**config.mk**
```make
export PLATFORM = sky130hd
export DESIGN_NAME = board_temperature_aggregator_flat
export DESIGN_NICKNAME = d
export VERILOG_FILES = /design/src/design/bta_pkg.sv /design/src/design/bta_channels.sv /design/src/design/bta_ram.sv /design/src/design/board_temperature_aggregator.sv /design/src/flat_wrapper.sv
export SDC_FILE = /design/constraint.sdc
export NUM_CORES = 1
export LEC_CHECK = 0
export BUFFER_PORTS_ARGS = -buffer_cell sky130_fd_sc_hd__buf_4
export CAP_MARGIN = 15
export CORE_UTILIZATION = 39
export DETAILED_ROUTE_END_ITERATION = 8
export PLACE_DENSITY_LB_ADDON = 0.25
export RECOVER_POWER = 50
export SLEW_MARGIN = 20
export SYNTH_ARGS = -nofsm -noshare
export SYNTH_HDL_FRONTEND = slang
export SYNTH_SLANG_ARGS = --single-unit
```
**constraint.sdc**
```tcl
create_clock -name clock -period 10 [get_ports clock]
set_input_delay 2 -clock clock [delete_from_list [all_inputs] [get_ports clock]]
set_output_delay 2 -clock clock [all_outputs]
set_load 0.005 [all_outputs]
```
**src/design/bta_pkg.sv**
```systemverilog
// Shared constants and types of the board temperature aggregator.
`default_nettype none

package bta_pkg;

   // Table geometry.
   localparam int BOARD_COUNT = 8;
   localparam int IDX_W       = $clog2(BOARD_COUNT);

   // Field widths.
   localparam int TEMP_W = 8;
   localparam int TIME_W = 32;
   localparam int ID_W   = 11;
   localparam int LEN_W  = 4;
   localparam int BYTE_W = 8;
   localparam int CNT_W  = 4;
   localparam int SUM_W  = TEMP_W + IDX_W;
   localparam int DIV_CNT_W = $clog2(SUM_W);

   // Frame acceptance and reset values of the registers.
   localparam logic [LEN_W-1:0]  FRAME_LEN    = 4'd4;
   localparam logic [TIME_W-1:0] STALE_RESET  = 32'd1000;
   localparam logic [TIME_W-1:0] GRACE_RESET  = 32'd15000;

   // Temperature limits used as neutral values for min and max.
   localparam logic signed [TEMP_W-1:0] TEMP_HIGHEST = 8'sd127;
   localparam logic signed [TEMP_W-1:0] TEMP_LOWEST  = -8'sd128;

   // Command codes.
   localparam logic CMD_FRAME  = 1'b0;
   localparam logic CMD_REPORT = 1'b1;

   // Configuration port.
   localparam int CSR_ADDR_W = 4;
   localparam int CSR_DATA_W = 32;
   localparam logic [1:0] REG_ID_BASE  = 2'd0;
   localparam logic [1:0] REG_STALE    = 2'd1;
   localparam logic [1:0] REG_GRACE    = 2'd2;
   localparam logic [1:0] REG_CK_BIAS  = 2'd3;

   // Input transaction.
   typedef struct packed {
      logic                     cmd;
      logic [TIME_W-1:0]        now_ms;
      logic [ID_W-1:0]          frame_id;
      logic [LEN_W-1:0]         frame_len;
      logic [BYTE_W-1:0]        board_byte;
      logic signed [TEMP_W-1:0] min_byte;
      logic signed [TEMP_W-1:0] max_byte;
      logic signed [TEMP_W-1:0] avg_byte;
   } req_type;

   // Result transaction.
   typedef struct packed {
      logic signed [TEMP_W-1:0] global_min;
      logic signed [TEMP_W-1:0] global_max;
      logic signed [TEMP_W-1:0] global_avg;
      logic [CNT_W-1:0]         valid_boards;
      logic                     timeout_flag;
      logic [BYTE_W-1:0]        bms_checksum;
   } rsp_type;

   // One table entry as stored in memory.
   typedef struct packed {
      logic signed [TEMP_W-1:0] min_t;
      logic signed [TEMP_W-1:0] max_t;
      logic signed [TEMP_W-1:0] avg_t;
      logic [TIME_W-1:0]        seen_ms;
   } entry_type;

   localparam int ENTRY_W = $bits(entry_type);

endpackage

`default_nettype wire

```
**src/design/bta_channels.sv**
```systemverilog
// Valid/ready channel interfaces for request and response transactions.
`default_nettype none

interface bta_req_if;
   logic             valid;
   logic             ready;
   bta_pkg::req_type data;
   modport source (output valid, output data, input ready);
   modport sink   (input valid, input data, output ready);
endinterface

interface bta_rsp_if;
   logic             valid;
   logic             ready;
   bta_pkg::rsp_type data;
   modport source (output valid, output data, input ready);
   modport sink   (input valid, input data, output ready);
endinterface

`default_nettype wire

```
**src/design/bta_ram.sv**
```systemverilog
// Generic single-port-write, single-port-read RAM with registered read data.
`default_nettype none

module bta_ram #(
   parameter int WIDTH = 8,
   parameter int DEPTH = 8
) (
   input  wire logic                     clock,
   input  wire logic                     wr_en,
   input  wire logic [$clog2(DEPTH)-1:0] wr_addr,
   input  wire logic [WIDTH-1:0]         wr_data,
   input  wire logic                     rd_en,
   input  wire logic [$clog2(DEPTH)-1:0] rd_addr,
   output logic      [WIDTH-1:0]         rd_data
);

   logic [WIDTH-1:0] mem [DEPTH];

   // Write port and registered read port.
   always_ff @(posedge clock) begin
      if (wr_en) begin
         mem[wr_addr] <= wr_data;
      end
      if (rd_en) begin
         rd_data <= mem[rd_addr];
      end
   end

endmodule

`default_nettype wire

```
**src/design/board_temperature_aggregator.sv**
```systemverilog
// Top level of the board temperature aggregator: table, scan sequencer and divider.
//
//   channel  direction  handshake                      transaction
//   req      in         req.valid / req.ready          frame or report request
//   rsp      out        rsp.valid / rsp.ready          global summary of one report
//   csr      in         APB access, pready tied high   configuration registers
//
// A matching frame writes its board entry on the accept edge; other frames are dropped.
// A report writes the board 0 entry, then reads the table one entry per cycle
// through the memory's read port and divides the average sum one bit per cycle.
// Reset is synchronous and clears the valid marks, control and configuration
// registers; the table memory and datapath registers are not cleared. A stalled
// response holds in its output register while frames keep being accepted;
// a later report waits for that register before finishing.
`default_nettype none

module board_temperature_aggregator (
   input  wire logic                           clock,
   input  wire logic                           reset,
   bta_req_if.sink                             req,
   bta_rsp_if.source                           rsp,
   input  wire logic                           csr_psel,
   input  wire logic                           csr_penable,
   input  wire logic                           csr_pwrite,
   input  wire logic [bta_pkg::CSR_ADDR_W-1:0] csr_paddr,
   input  wire logic [bta_pkg::CSR_DATA_W-1:0] csr_pwdata,
   output logic      [bta_pkg::CSR_DATA_W-1:0] csr_prdata,
   output logic                                csr_pready
);

   import bta_pkg::*;

   // Sequencer states.
   localparam logic [2:0] ST_IDLE = 3'd0;
   localparam logic [2:0] ST_SCAN = 3'd1;
   localparam logic [2:0] ST_PREP = 3'd2;
   localparam logic [2:0] ST_DIV  = 3'd3;
   localparam logic [2:0] ST_FIN  = 3'd4;

   localparam logic [IDX_W-1:0] LAST_IDX = IDX_W'(BOARD_COUNT - 1);

   // Configuration registers.
   logic [ID_W-1:0]   id_base_ff;
   logic [TIME_W-1:0] stale_ff;
   logic [TIME_W-1:0] grace_ff;
   logic [BYTE_W-1:0] ck_bias_ff;

   // Control state.
   logic [2:0]             state_ff, state_in;
   logic [BOARD_COUNT-1:0] valid_ff, valid_in;
   logic [IDX_W-1:0]       issue_idx_ff, issue_idx_in;
   logic                   issuing_ff, issuing_in;
   logic                   rd_valid_ff, rd_valid_in;
   logic [IDX_W-1:0]       rd_idx_ff, rd_idx_in;
   logic [DIV_CNT_W-1:0]   div_cnt_ff, div_cnt_in;
   logic                   rsp_valid_ff, rsp_valid_in;

   // Datapath registers.
   logic [TIME_W-1:0]        now_ff, now_in;
   logic signed [TEMP_W-1:0] gmin_ff, gmin_in;
   logic signed [TEMP_W-1:0] gmax_ff, gmax_in;
   logic signed [SUM_W-1:0]  sum_ff, sum_in;
   logic [CNT_W-1:0]         cnt_ff, cnt_in;
   logic                     tmo_ff, tmo_in;
   logic [SUM_W-1:0]         div_q_ff, div_q_in;
   logic [CNT_W-1:0]         div_rem_ff, div_rem_in;
   logic                     neg_ff, neg_in;
   rsp_type                  rsp_data_ff, rsp_data_in;

   // Memory ports.
   logic                 ram_wr_en;
   logic [IDX_W-1:0]     ram_wr_addr;
   entry_type            ram_wr_data;
   logic                 ram_rd_en;
   logic [ENTRY_W-1:0]   ram_rd_raw;
   entry_type            ram_rd_data;

   logic req_fire;
   logic csr_write;

   assign req.ready  = (state_ff == ST_IDLE);
   assign req_fire   = req.valid && req.ready;
   assign rsp.valid  = rsp_valid_ff;
   assign rsp.data   = rsp_data_ff;
   assign csr_pready = 1'b1;
   assign csr_write  = csr_psel && csr_penable && csr_pwrite;
   assign ram_rd_data = entry_type'(ram_rd_raw);

   // Entry table: min, max, average and last-seen time of every board.
   bta_ram #(
      .WIDTH (ENTRY_W),
      .DEPTH (BOARD_COUNT)
   ) u_table (
      .clock   (clock),
      .wr_en   (ram_wr_en),
      .wr_addr (ram_wr_addr),
      .wr_data (ram_wr_data),
      .rd_en   (ram_rd_en),
      .rd_addr (issue_idx_ff),
      .rd_data (ram_rd_raw)
   );

   // Configuration registers, written by an APB access phase.
   always_ff @(posedge clock) begin
      if (reset) begin
         id_base_ff <= '0;
         stale_ff   <= STALE_RESET;
         grace_ff   <= GRACE_RESET;
         ck_bias_ff <= '0;
      end else if (csr_write) begin
         unique case (csr_paddr[3:2])
            REG_ID_BASE: id_base_ff <= csr_pwdata[ID_W-1:0];
            REG_STALE:   stale_ff   <= csr_pwdata;
            REG_GRACE:   grace_ff   <= csr_pwdata;
            REG_CK_BIAS: ck_bias_ff <= csr_pwdata[BYTE_W-1:0];
            default:     ;
         endcase
      end
   end

   // Register read-back.
   always_comb begin
      unique case (csr_paddr[3:2])
         REG_ID_BASE: csr_prdata = {{(CSR_DATA_W - ID_W){1'b0}}, id_base_ff};
         REG_STALE:   csr_prdata = stale_ff;
         REG_GRACE:   csr_prdata = grace_ff;
         REG_CK_BIAS: csr_prdata = {{(CSR_DATA_W - BYTE_W){1'b0}}, ck_bias_ff};
         default:     csr_prdata = '0;
      endcase
   end

   // Sequencer and datapath next-state logic.
   always_comb begin
      logic [ID_W:0]            id_diff;
      logic                     frame_hit;
      logic [SUM_W-1:0]         sum_mag;
      logic [CNT_W:0]           trial;
      logic [CNT_W:0]           trial_diff;
      logic                     trial_ge;
      logic [SUM_W-1:0]         quot;
      logic signed [TEMP_W-1:0] avg_res;
      logic [TIME_W-1:0]        age;
      logic                     ent_valid;

      state_in     = state_ff;
      valid_in     = valid_ff;
      issue_idx_in = issue_idx_ff;
      issuing_in   = issuing_ff;
      rd_valid_in  = 1'b0;
      rd_idx_in    = issue_idx_ff;
      div_cnt_in   = div_cnt_ff;
      rsp_valid_in = rsp_valid_ff && !rsp.ready;
      now_in       = now_ff;
      gmin_in      = gmin_ff;
      gmax_in      = gmax_ff;
      sum_in       = sum_ff;
      cnt_in       = cnt_ff;
      tmo_in       = tmo_ff;
      div_q_in     = div_q_ff;
      div_rem_in   = div_rem_ff;
      neg_in       = neg_ff;
      rsp_data_in  = rsp_data_ff;
      ram_wr_en    = 1'b0;
      ram_wr_addr  = '0;
      ram_rd_en    = 1'b0;

      // Frame acceptance: identifier in window, length four, board byte agrees.
      id_diff   = {1'b0, req.data.frame_id} - {1'b0, id_base_ff};
      frame_hit = !id_diff[ID_W] && (id_diff < (ID_W + 1)'(BOARD_COUNT))
                  && (req.data.frame_len == FRAME_LEN)
                  && ({{(ID_W + 1 - BYTE_W){1'b0}}, req.data.board_byte} == id_diff);

      // A report also stores the time in entry 0; board 0 age is never checked.
      ram_wr_data.min_t   = req.data.min_byte;
      ram_wr_data.max_t   = req.data.max_byte;
      ram_wr_data.avg_t   = req.data.avg_byte;
      ram_wr_data.seen_ms = req.data.now_ms;

      sum_mag    = sum_ff[SUM_W-1] ? (~sum_ff + SUM_W'(1)) : sum_ff;
      trial      = {div_rem_ff, div_q_ff[SUM_W-1]};
      trial_diff = trial - {1'b0, cnt_ff};
      trial_ge   = (trial >= {1'b0, cnt_ff});
      quot       = neg_ff ? (~div_q_ff + SUM_W'(1)) : div_q_ff;
      avg_res    = (cnt_ff == '0) ? '0 : TEMP_W'(quot);
      age        = now_ff - ram_rd_data.seen_ms;
      ent_valid  = valid_ff[rd_idx_ff];

      unique case (state_ff)
         ST_IDLE: begin
            if (req_fire) begin
               if (req.data.cmd == CMD_REPORT) begin
                  ram_wr_en    = 1'b1;
                  ram_wr_addr  = '0;
                  valid_in[0]  = 1'b1;
                  now_in       = req.data.now_ms;
                  gmin_in      = TEMP_HIGHEST;
                  gmax_in      = TEMP_LOWEST;
                  sum_in       = '0;
                  cnt_in       = '0;
                  tmo_in       = 1'b0;
                  issue_idx_in = '0;
                  issuing_in   = 1'b1;
                  state_in     = ST_SCAN;
               end else if (frame_hit) begin
                  ram_wr_en   = 1'b1;
                  ram_wr_addr = id_diff[IDX_W-1:0];
                  valid_in[id_diff[IDX_W-1:0]] = 1'b1;
               end
            end
         end
         ST_SCAN: begin
            // Issue one read per cycle; fold each entry in as it returns.
            if (issuing_ff) begin
               ram_rd_en   = 1'b1;
               rd_valid_in = 1'b1;
               if (issue_idx_ff == LAST_IDX) begin
                  issuing_in = 1'b0;
               end else begin
                  issue_idx_in = issue_idx_ff + IDX_W'(1);
               end
            end
            if (rd_valid_ff) begin
               if (ent_valid) begin
                  if (ram_rd_data.min_t < gmin_ff) begin
                     gmin_in = ram_rd_data.min_t;
                  end
                  if (ram_rd_data.max_t > gmax_ff) begin
                     gmax_in = ram_rd_data.max_t;
                  end
                  sum_in = sum_ff + SUM_W'(ram_rd_data.avg_t);
                  cnt_in = cnt_ff + CNT_W'(1);
               end
               if (rd_idx_ff != '0) begin
                  if (ent_valid ? (age > stale_ff) : (now_ff > grace_ff)) begin
                     tmo_in = 1'b1;
                  end
               end
               if (rd_idx_ff == LAST_IDX) begin
                  state_in = ST_PREP;
               end
            end
         end
         ST_PREP: begin
            // Divide the magnitude; the sign is restored at the end.
            div_q_in   = sum_mag;
            div_rem_in = '0;
            neg_in     = sum_ff[SUM_W-1];
            div_cnt_in = DIV_CNT_W'(SUM_W - 1);
            state_in   = ST_DIV;
         end
         ST_DIV: begin
            // One restoring division step per cycle.
            div_rem_in = trial_ge ? trial_diff[CNT_W-1:0] : trial[CNT_W-1:0];
            div_q_in   = {div_q_ff[SUM_W-2:0], trial_ge};
            div_cnt_in = div_cnt_ff - DIV_CNT_W'(1);
            if (div_cnt_ff == '0) begin
               state_in = ST_FIN;
            end
         end
         ST_FIN: begin
            // Wait for the output register to free up, then publish.
            if (!rsp_valid_ff || rsp.ready) begin
               rsp_data_in.global_min   = gmin_ff;
               rsp_data_in.global_max   = gmax_ff;
               rsp_data_in.global_avg   = avg_res;
               rsp_data_in.valid_boards = cnt_ff;
               rsp_data_in.timeout_flag = tmo_ff;
               rsp_data_in.bms_checksum = BYTE_W'(gmin_ff) + BYTE_W'(gmax_ff)
                                          + BYTE_W'(avg_res) + ck_bias_ff;
               rsp_valid_in = 1'b1;
               state_in     = ST_IDLE;
            end
         end
         default: begin
            state_in = ST_IDLE;
         end
      endcase
   end

   // Control registers.
   always_ff @(posedge clock) begin
      if (reset) begin
         state_ff     <= ST_IDLE;
         valid_ff     <= '0;
         issue_idx_ff <= '0;
         issuing_ff   <= 1'b0;
         rd_valid_ff  <= 1'b0;
         rd_idx_ff    <= '0;
         div_cnt_ff   <= '0;
         rsp_valid_ff <= 1'b0;
      end else begin
         state_ff     <= state_in;
         valid_ff     <= valid_in;
         issue_idx_ff <= issue_idx_in;
         issuing_ff   <= issuing_in;
         rd_valid_ff  <= rd_valid_in;
         rd_idx_ff    <= rd_idx_in;
         div_cnt_ff   <= div_cnt_in;
         rsp_valid_ff <= rsp_valid_in;
      end
   end

   // Datapath registers.
   always_ff @(posedge clock) begin
      now_ff      <= now_in;
      gmin_ff     <= gmin_in;
      gmax_ff     <= gmax_in;
      sum_ff      <= sum_in;
      cnt_ff      <= cnt_in;
      tmo_ff      <= tmo_in;
      div_q_ff    <= div_q_in;
      div_rem_ff  <= div_rem_in;
      neg_ff      <= neg_in;
      rsp_data_ff <= rsp_data_in;
   end

`ifndef SYNTHESIS
   // A report always counts board 0, so a published summary has a valid board.
   a_rsp_has_board: assert property (@(posedge clock) disable iff (reset)
      rsp_valid_ff |-> (rsp_data_ff.valid_boards != '0))
      else $error("response published with no valid board");

   // Board 0 is marked valid right after a report is accepted.
   a_report_marks_local: assert property (@(posedge clock) disable iff (reset)
      (req_fire && (req.data.cmd == CMD_REPORT)) |=> valid_ff[0])
      else $error("report did not mark board 0 valid");

   // No table read is in flight outside the scan.
   a_read_in_scan: assert property (@(posedge clock) disable iff (reset)
      rd_valid_ff |-> (state_ff == ST_SCAN))
      else $error("table read outside scan");

   // The divider finishes into the publish state.
   a_div_to_fin: assert property (@(posedge clock) disable iff (reset)
      ((state_ff == ST_DIV) && (div_cnt_ff == '0)) |=> (state_ff == ST_FIN))
      else $error("divider did not hand over to publish");
`endif

endmodule

`default_nettype wire
```
**src/flat_wrapper.sv**
```systemverilog
// flat-port wrapper written by rule: the top's interface ports become plain ports
module board_temperature_aggregator_flat import bta_pkg::*;
  (clock, reset, csr_psel, csr_penable, csr_pwrite, csr_paddr, csr_pwdata, csr_prdata, csr_pready, req_valid, req_data, req_ready, rsp_valid, rsp_data, rsp_ready);
  bta_req_if req_i ();
  bta_rsp_if rsp_i ();
  input  wire logic clock;
  input  wire logic reset;
  input  wire logic csr_psel;
  input  wire logic csr_penable;
  input  wire logic csr_pwrite;
  input  wire logic [bta_pkg::CSR_ADDR_W-1:0] csr_paddr;
  input  wire logic [bta_pkg::CSR_DATA_W-1:0] csr_pwdata;
  output logic      [bta_pkg::CSR_DATA_W-1:0] csr_prdata;
  output logic csr_pready;
  input wire logic [$bits(req_i.valid)-1:0] req_valid;
  input wire logic [$bits(req_i.data)-1:0] req_data;
  output wire logic [$bits(req_i.ready)-1:0] req_ready;
  output wire logic [$bits(rsp_i.valid)-1:0] rsp_valid;
  output wire logic [$bits(rsp_i.data)-1:0] rsp_data;
  input wire logic [$bits(rsp_i.ready)-1:0] rsp_ready;
  assign req_i.valid = req_valid;
  assign req_i.data = req_data;
  assign req_ready = req_i.ready;
  assign rsp_valid = rsp_i.valid;
  assign rsp_data = rsp_i.data;
  assign rsp_i.ready = rsp_ready;
  board_temperature_aggregator u_core (.clock(clock), .reset(reset), .req(req_i), .rsp(rsp_i), .csr_psel(csr_psel), .csr_penable(csr_penable), .csr_pwrite(csr_pwrite), .csr_paddr(csr_paddr), .csr_pwdata(csr_pwdata), .csr_prdata(csr_prdata), .csr_pready(csr_pready));
endmodule
```
=== Word level (Yosys, flattened, before mapping) ===
Memory sizes are Yosys's and may differ from the RTL's. A register that Yosys moved wholly into a read port is not among the register bits.
Cells that the tools add are included.

* Memory bits (writable): 448
* Memories: 1
* Flip-flop bits (word level): 224
* Logic and storage cells: 187
* Input bits: 123

{| class="wikitable"
|+ Memories
! name !! words !! bits a word !! read ports !! clocked after Yosys merged registers in !! wr ports !! RTL line !! text
|-
| u_core.u_table.mem || 8 || 56 || 1 || 1 || 1 || bta_ram.sv:17 || <nowiki>logic [WIDTH-1:0] mem [DEPTH];</nowiki>
|}

* Eq/ne operators: 24
* Magnitude comparators: 9
* Bitwise gates (word level): 4
* $add $sub $neg: 12
* Reduce and logical (&&, ||, !) cells: 35
* Muxes and demuxes: 74

{| class="wikitable"
|+ Operators with widths
! kind !! count
|-
| $pmux 32 s4 || 1
|-
| $mux 8 || 12
|-
| $gt 32x32->1 || 2
|-
| $mux 11 || 5
|-
| $pmux 11 s2 || 2
|-
| $mux 3 || 14
|-
| $pmux 8 s2 || 2
|-
| $sub 32x32->32 || 1
|-
| $add 8x8->8 || 3
|-
| $mux 1 || 24
|-
| $pmux 4 s2 || 3
|-
| $reduce_and 6->1 || 4
|-
| $mux 4 || 5
|-
| $ne 2x1->1 const B || 10
|-
| $pmux 3 s5 || 1
|-
| $eq 8x12->1 || 1
|-
| $lt 12x4->1 const B || 1
|-
| $sub 11x11->12 || 1
|-
| $add 11x2->11 const B || 1
|-
| $add 11x8->11 || 1
|-
| $not 11->11 || 1
|-
| $reduce_and 2->1 || 5
|-
| $reduce_and 5->1 || 2
|-
| $eq 3x3->1 const B || 3
|-
| other kinds (33) || 53
|}

=== Longest topological paths before layout ===
* Depth after elaboration: 11
* Mapped depth: 20
* Gate-level depth less buffers: 20

=== Modules after synthesis ===
A second synthesis with hierarchy kept.

* Cells, all modules: 2217
* Area, all modules: 32613.8 sq um

{| class="wikitable"
|+ Modules (own cells, without submodules)
! module !! seq. area each (sq um) !! times used !! area an instance (sq um) !! cells an instance
|-
| bta_ram || 15134.5 || 1 || 18535.3 || 716
|-
| board_temperature_aggregator || 5655.4 || 1 || 14078.5 || 1501
|}

=== Least setup slack after synthesis ===
OpenSTA, ideal clock, no wires.

* Path type: in2reg
* Start: input port req_data[36]
* End: memory u_core.u_table.mem[6][0] in the netlist's numbering (enable)
* Arrival: 9.268 ns
* Library setup time: 0.608 ns
* Buffers on the path: 0
* Slack: 0.124 ns
* Stages on the path: 11
* Path through: inv_1 > ha_1 > fa_1 > nor2b_1 > o21ai_2 > a21boi_1 > o311a_1 > nor4_1 > a311oi_1 > nand4_1 > nor4_1

* Cells in the longest elaborated chain, start to end: 11

{| class="wikitable"
|+ Ends and longest elaborated chain
! item !! RTL line !! text
|-
| from (decl) || flat_wrapper.sv:16 || <nowiki>input wire logic [$bits(req_i.data)-1:0] req_data;</nowiki>
|-
| $sub 11x11->12 (*) || board_temperature_aggregator.sv:168 || <nowiki>id_diff = {1'b0, req.data.frame_id} - {1'b0, id_base_ff};</nowiki>
|-
| $lt 12x4->1 / $logic_not 1->1 (equally long branches) || board_temperature_aggregator.sv:169 || <nowiki>frame_hit = !id_diff[ID_W] && (id_diff < (ID_W + 1)'(BOARD_COUNT))</nowiki>
|-
| $logic_and 1x1->1 || board_temperature_aggregator.sv:169 ||
|-
| $logic_and 1x1->1 || board_temperature_aggregator.sv:170 || <nowiki>&& (req.data.frame_len == FRAME_LEN)</nowiki>
|-
| $logic_and 1x1->1 || board_temperature_aggregator.sv:171 || <nowiki>&& ({{(ID_W + 1 - BYTE_W){1'b0}}, req.data.board_byte} == id_diff);</nowiki>
|-
| $mux 1 || board_temperature_aggregator.sv:204 || <nowiki>end else if (frame_hit) begin</nowiki>
|-
| $mux 1 || board_temperature_aggregator.sv:191 || <nowiki>if (req.data.cmd == CMD_REPORT) begin</nowiki>
|-
| $mux 1 || board_temperature_aggregator.sv:190 || <nowiki>if (req_fire) begin</nowiki>
|-
| $mux 1 || board_temperature_aggregator.sv:188 || <nowiki>unique case (state_ff)</nowiki>
|-
| $mux 1 || bta_ram.sv:21 || <nowiki>if (wr_en) begin</nowiki>
|-
| $mux 1 (not written as such) || bta_ram.sv:22 || <nowiki>mem[wr_addr] <= wr_data;</nowiki>
|-
| to (decl) || bta_ram.sv:17 ||
|}

Mark *: on every way between the ends. The rest lies on a longest branch, timed or not.

==> results.md <==
| Parameter | This run |
|:---|:---|
| Grt met2 use | 0.2943 |
| Number of instances on the worst hold path | 0 |
| Buffer count from post-CTS setup fixing | 0 |
| Final Max Slew Viols | 210 |
| Relative contribution of the clock network to total power | 0.427 |
| Worst path required time | 10.36 ns |
| Most numerous cell types in the synthesized netlist | 621 x sky130_fd_sc_hd__edfxtp_1, 179 x sky130_fd_sc_hd__nand2_1, 175 x sky130_fd_sc_hd__inv_1 |
| Tot GR Track Use | 0.1836 |
| Floorplan core area | 82,500 um^2 |
| Synth Area in Compound Gates | 0.07198 |
| Worst setup SP type | flop |
| Worst-case clock skew | 0.02905 ns |
| Hold EP | u_core.rsp.data[12]$_DFFE_PP_ |
| Fraction of the mapped netlist area in simple logic gates | 0.06720 |
| Buf/Inv on CP | 2 |
| First-pass GRT wire length | 118,900 um |
| Flip-flop and latch count after synthesis | 728 |
| Max cap viols | 4 |
| Warning count from the yosys run | 0 |
| Detailed-route wire length per cell | 21.74 um |
| Static power due to leakage | 13.01 nW |
| Post-Route WL | 77,910 um |
| Reg-to-Reg Start | u_core.issue_idx_ff[0]$_SDFFE_PP0P_ |
| Clock-pin slew on the worst setup and hold paths | 0.06 ns |
| Num rows | 105 |
| Shortest period the worst path allows | 7.159 ns |
| Die area | 84,950 um^2 |
| Setup slack of the critical path after layout | 2.841 ns |
| Sequential cell fraction of total power | 0.511 |
| Worst Tran Pin Value | 4.018 ns |
| Maximum clock frequency | 139.7 MHz |
| TritonCTS clock tree | done |
| Share of synthesized area spent on multiplexers | 0.1090 |
| Via count of the first global-routing pass | 19,690 |
| Sequential share of the synthesized area | 0.6362 |
| # nets final | 2,746 |
| Crit share post-route | 0.7159 |
| Hold_buf cts | 0 |
| Area fraction of the dominant cell type after synthesis | 0.5706 |
| Total Neg Setup Slack | 0 ns |
| Fill cells | 7,201 |
| Die X | 291.5 um |
| Number of antenna violations at the first check in global routing | 8 |
| IO Port Bufs | 191 |
| Switching pwr | 0.001454 W |
| First-pass detailed-route iteration total | 7 |
| Number of placed I/O pins | 195 |
| Maximum number of pins on one net before global-route repair | 88 |
| Top cell type by total area after synthesis | sky130_fd_sc_hd__edfxtp_1 |
| Worst setup EP type | flop |
| Critical path's top delay family | buffers and inverters |
| Number of gates resized after cts | 0 |
| Reg-to-reg critical path endpoint | u_core.u_table.rd_data[13]$_DFFE_PP_ |
| Clock buffer count from CTS | 75 |
| Internal power component | 0.005129 W |
| Most used DFF post-synth | sky130_fd_sc_hd__edfxtp_1 |
| Net count after synthesis | 2,540 |
| Clock insertion delay at the later pin of the skew report | 0.63 ns |
| Category of the most critical setup path | reg2reg |
| Remaining number of nets flagged by the antenna check after routing | 0 |
| Count of unique library cells instantiated by Yosys | 73 |
| Cells along the critical path | clkbuf_1, buf_4, mux4_2, mux2_2 |
| Starting utilization of the core area | 0.3961 |
| Setup slack of the most critical reg-to-reg path | 2.84 ns |
| Largest stage delay, worst path | 2.95 ns |
| Routed vias | 19,220 |
| Final Hold Fails | 0 |
| Layout cell share with drive strength beyond 1 | 0.1794 |
| Cell depth of the worst flop-to-flop path | 4 |
| Met1 Usage GRT | 0.2543 |
| Synthesized area per cell | 14.53 um^2 |
| Pre-CTS WS | 3.077 ns |
| Synth area leaders | sky130_fd_sc_hd__edfxtp_1 57%, sky130_fd_sc_hd__mux4_2 8.4%, sky130_fd_sc_hd__dfxtp_1 6.6% |
| Violation count after the first detailed-routing iteration | 1,494 |
| Power share of the combinational group | 0.062 |
| Final weighted congestion of routability-driven global placement | 0.8757 |
| Clk Tree Root Cell | sky130_fd_sc_hd__clkbuf_16 |
| Largest family of logic cells by synthesized area | multiplexers |
| Synthesis-to-finish area growth | 15.09% |
| GRT overflow | 0 |
| Adder-Cell Fraction of Synth Area | 0.06846 |
| Classification of the worst-slack hold path | reg2reg |
| Maximum vdd ir drop | 0.1068 mV |
| Violations in the final reports | max-capacitance violations, max-slew violations |
| Flip-flop and latch area | 20,790 um^2 |
| Clock Path Buffers | 3 |
| Layer with the highest usage after global routing | met2 |
| Share of total power consumed by net switching | 0.2209 |
| Total of endpoints with negative setup slack in the final report | 0 |
| Worst Hold Launch | u_core.cnt_ff[3]$_SDFFCE_PN0P_ |
| Final antenna diode count | 0 |
| Die Height | 291.5 um |
| Cell type of the slowest stage on the worst timing path | sky130_fd_sc_hd__clkbuf_1 |
| Pwr Density | 175.0 nW/um^2 |
| Result of the run | finished with violations |
| RSZ-0062 raised after global routing | no |
| Remaining DRCs | 0 |
| Worst-path maximum fanout | 45 |
| Met3 GRT Util | 0.03474 |
| Relative slew margins | -1.678 |
| Number of standard cells after synthesis | 2,249 |
| Clock sink total | 728 |
| Worst endpoint data arrival time | 7.51 ns |
| Count of H-tree levels built during CTS | 3 |
| Average vias per placed instance | 5.364 |
| Fraction of registers with async set/reset | 0 |
| Xor/xnor share of the synthesized area | 0.01715 |
| Count leader, synth | sky130_fd_sc_hd__edfxtp_1 |
| Synthesized area | 32,680 um^2 |
| DP Wirelength | 51,030 um |
| Multi-input gate area | 10,980 um^2 |
| EDFF count, synth | 621 |
-- cell type report --
class | instances | share of cell area
flip-flops and latches | 728 | 0.5529
well taps | 1070 | 0.03560
clock inverters | 44 | 0.01394
clock buffers | 92 | 0.05216
repair buffers | 212 | 0.03593
multi-input cells | 1263 | 0.2920
inverters | 175 | 0.01750
-- layout by cell type (no fill, tap or decap), types with 43 or more instances in the layout --
cell type,count
sky130_fd_sc_hd__mux4_2,122
sky130_fd_sc_hd__inv_1,174
sky130_fd_sc_hd__clkbuf_1,80
sky130_fd_sc_hd__a21oi_1,146
sky130_fd_sc_hd__nor2_1,113
sky130_fd_sc_hd__dfxtp_1,105
sky130_fd_sc_hd__mux2_2,52
sky130_fd_sc_hd__edfxtp_1,621
sky130_fd_sc_hd__a21o_1,43
sky130_fd_sc_hd__ha_1,150
sky130_fd_sc_hd__clkbuf_16,76
sky130_fd_sc_hd__o21ai_0,44
sky130_fd_sc_hd__nand2_1,179
sky130_fd_sc_hd__buf_4,122
-- cells by family after synthesis --
logic type | count (synthesis)
AO/OA/AOI/OAI | 362
buffers and inverters | 258
AND/OR/NAND/NOR | 472
adder cells (fa/ha/maj) | 168
multiplexers | 196
flip-flops | 728
other | 1
XOR/XNOR | 64
-- worst register-to-register path: stages (launching register included) --
cell and delay, ns:
sky130_fd_sc_hd__dfxtp_1 1.98, sky130_fd_sc_hd__clkbuf_1 3.00, sky130_fd_sc_hd__buf_4 0.99, sky130_fd_sc_hd__mux4_2 0.65, sky130_fd_sc_hd__mux2_2 0.30
-- through the flow --
| stage | std cells | util | total power (W) | instance area [um^2] | hold WS, ns |
|---|---|---|---|---|---|
| after floorplan | 2249 | - | 0.003672 | 32680 | 0.4003 |
| final | 3584 | 0.4559 | 0.006583 | 37610 | 0.4576 |
| after global placement | 3448 | 0.4286 | 0.003827 | 35360 | 0.4482 |
| after global routing | 3584 | 0.4559 | 0.006806 | 37610 | 0.4756 |
| after detailed placement | 3448 | 0.4286 | 0.003841 | 35360 | 0.4450 |
| after CTS | 3584 | 0.4588 | 0.006661 | 37850 | 0.4588 |
-- power groups by stage --
stage	Sequential, W	Combinational [W]	Clock, W
after floorplan	0.00341	0.000262	0
after global placement	0.00342	0.000402	0
after detailed placement	0.00343	0.000415	0
after CTS	0.00336	0.000418	0.00288
after global routing	0.00336	0.000451	0.00299
final	0.00336	0.000407	0.00281
-- flip-flops by register name (all words and copies together), names as in the netlist, 8 cells and up --
| register | flops |
|---|---|
| u_core.valid_ff | 8 |
| u_core.gmin_ff | 8 |
| u_core.div_q_ff | 11 |
| u_core.grace_ff | 32 |
| u_core.rsp.data | 37 |
| u_core.u_table.rd_data | 56 |
| u_core.now_ff | 32 |
| u_core.ck_bias_ff | 8 |
| u_core.sum_ff | 11 |
| u_core.u_table.mem | 448 |
| u_core.stale_ff | 32 |
| u_core.gmax_ff | 8 |
| u_core.id_base_ff | 11 |
-- metal layers --
layer / wire length, um / vias up / part of all wire
li1: - / 8879 / -
met5: 71 / - / 0.00091
met3: 4794 / 102 / 0.062
met1: 35330 / 9688 / 0.45
met4: 1625 / 14 / 0.021
met2: 36090 / 540 / 0.46
-- worst max-delay path by stage --
stage | start | depth (start not counted) | endpoint | slack, ns
3_5_place_dp | req_data[36] | 13 | u_core.u_table.mem[1][22]$_DFFE_PP_ | 3.08
2_1_floorplan | req_data[36] | 11 | u_core.u_table.mem[6][0]$_DFFE_PP_ | 0.12
6_report | u_core.issue_idx_ff[0]$_SDFFE_PP0P_ | 4 | u_core.u_table.rd_data[13]$_DFFE_PP_ | 2.84
4_1_cts | req_data[36] | 13 | u_core.u_table.mem[1][16]$_DFFE_PP_ | 3.72
5_1_grt | u_core.issue_idx_ff[0]$_SDFFE_PP0P_ | 4 | u_core.u_table.rd_data[13]$_DFFE_PP_ | 1.82
3_3_place_gp | req_data[36] | 13 | u_core.u_table.mem[1][16]$_DFFE_PP_ | 3.21
Power figures use the tool's default switching activity.
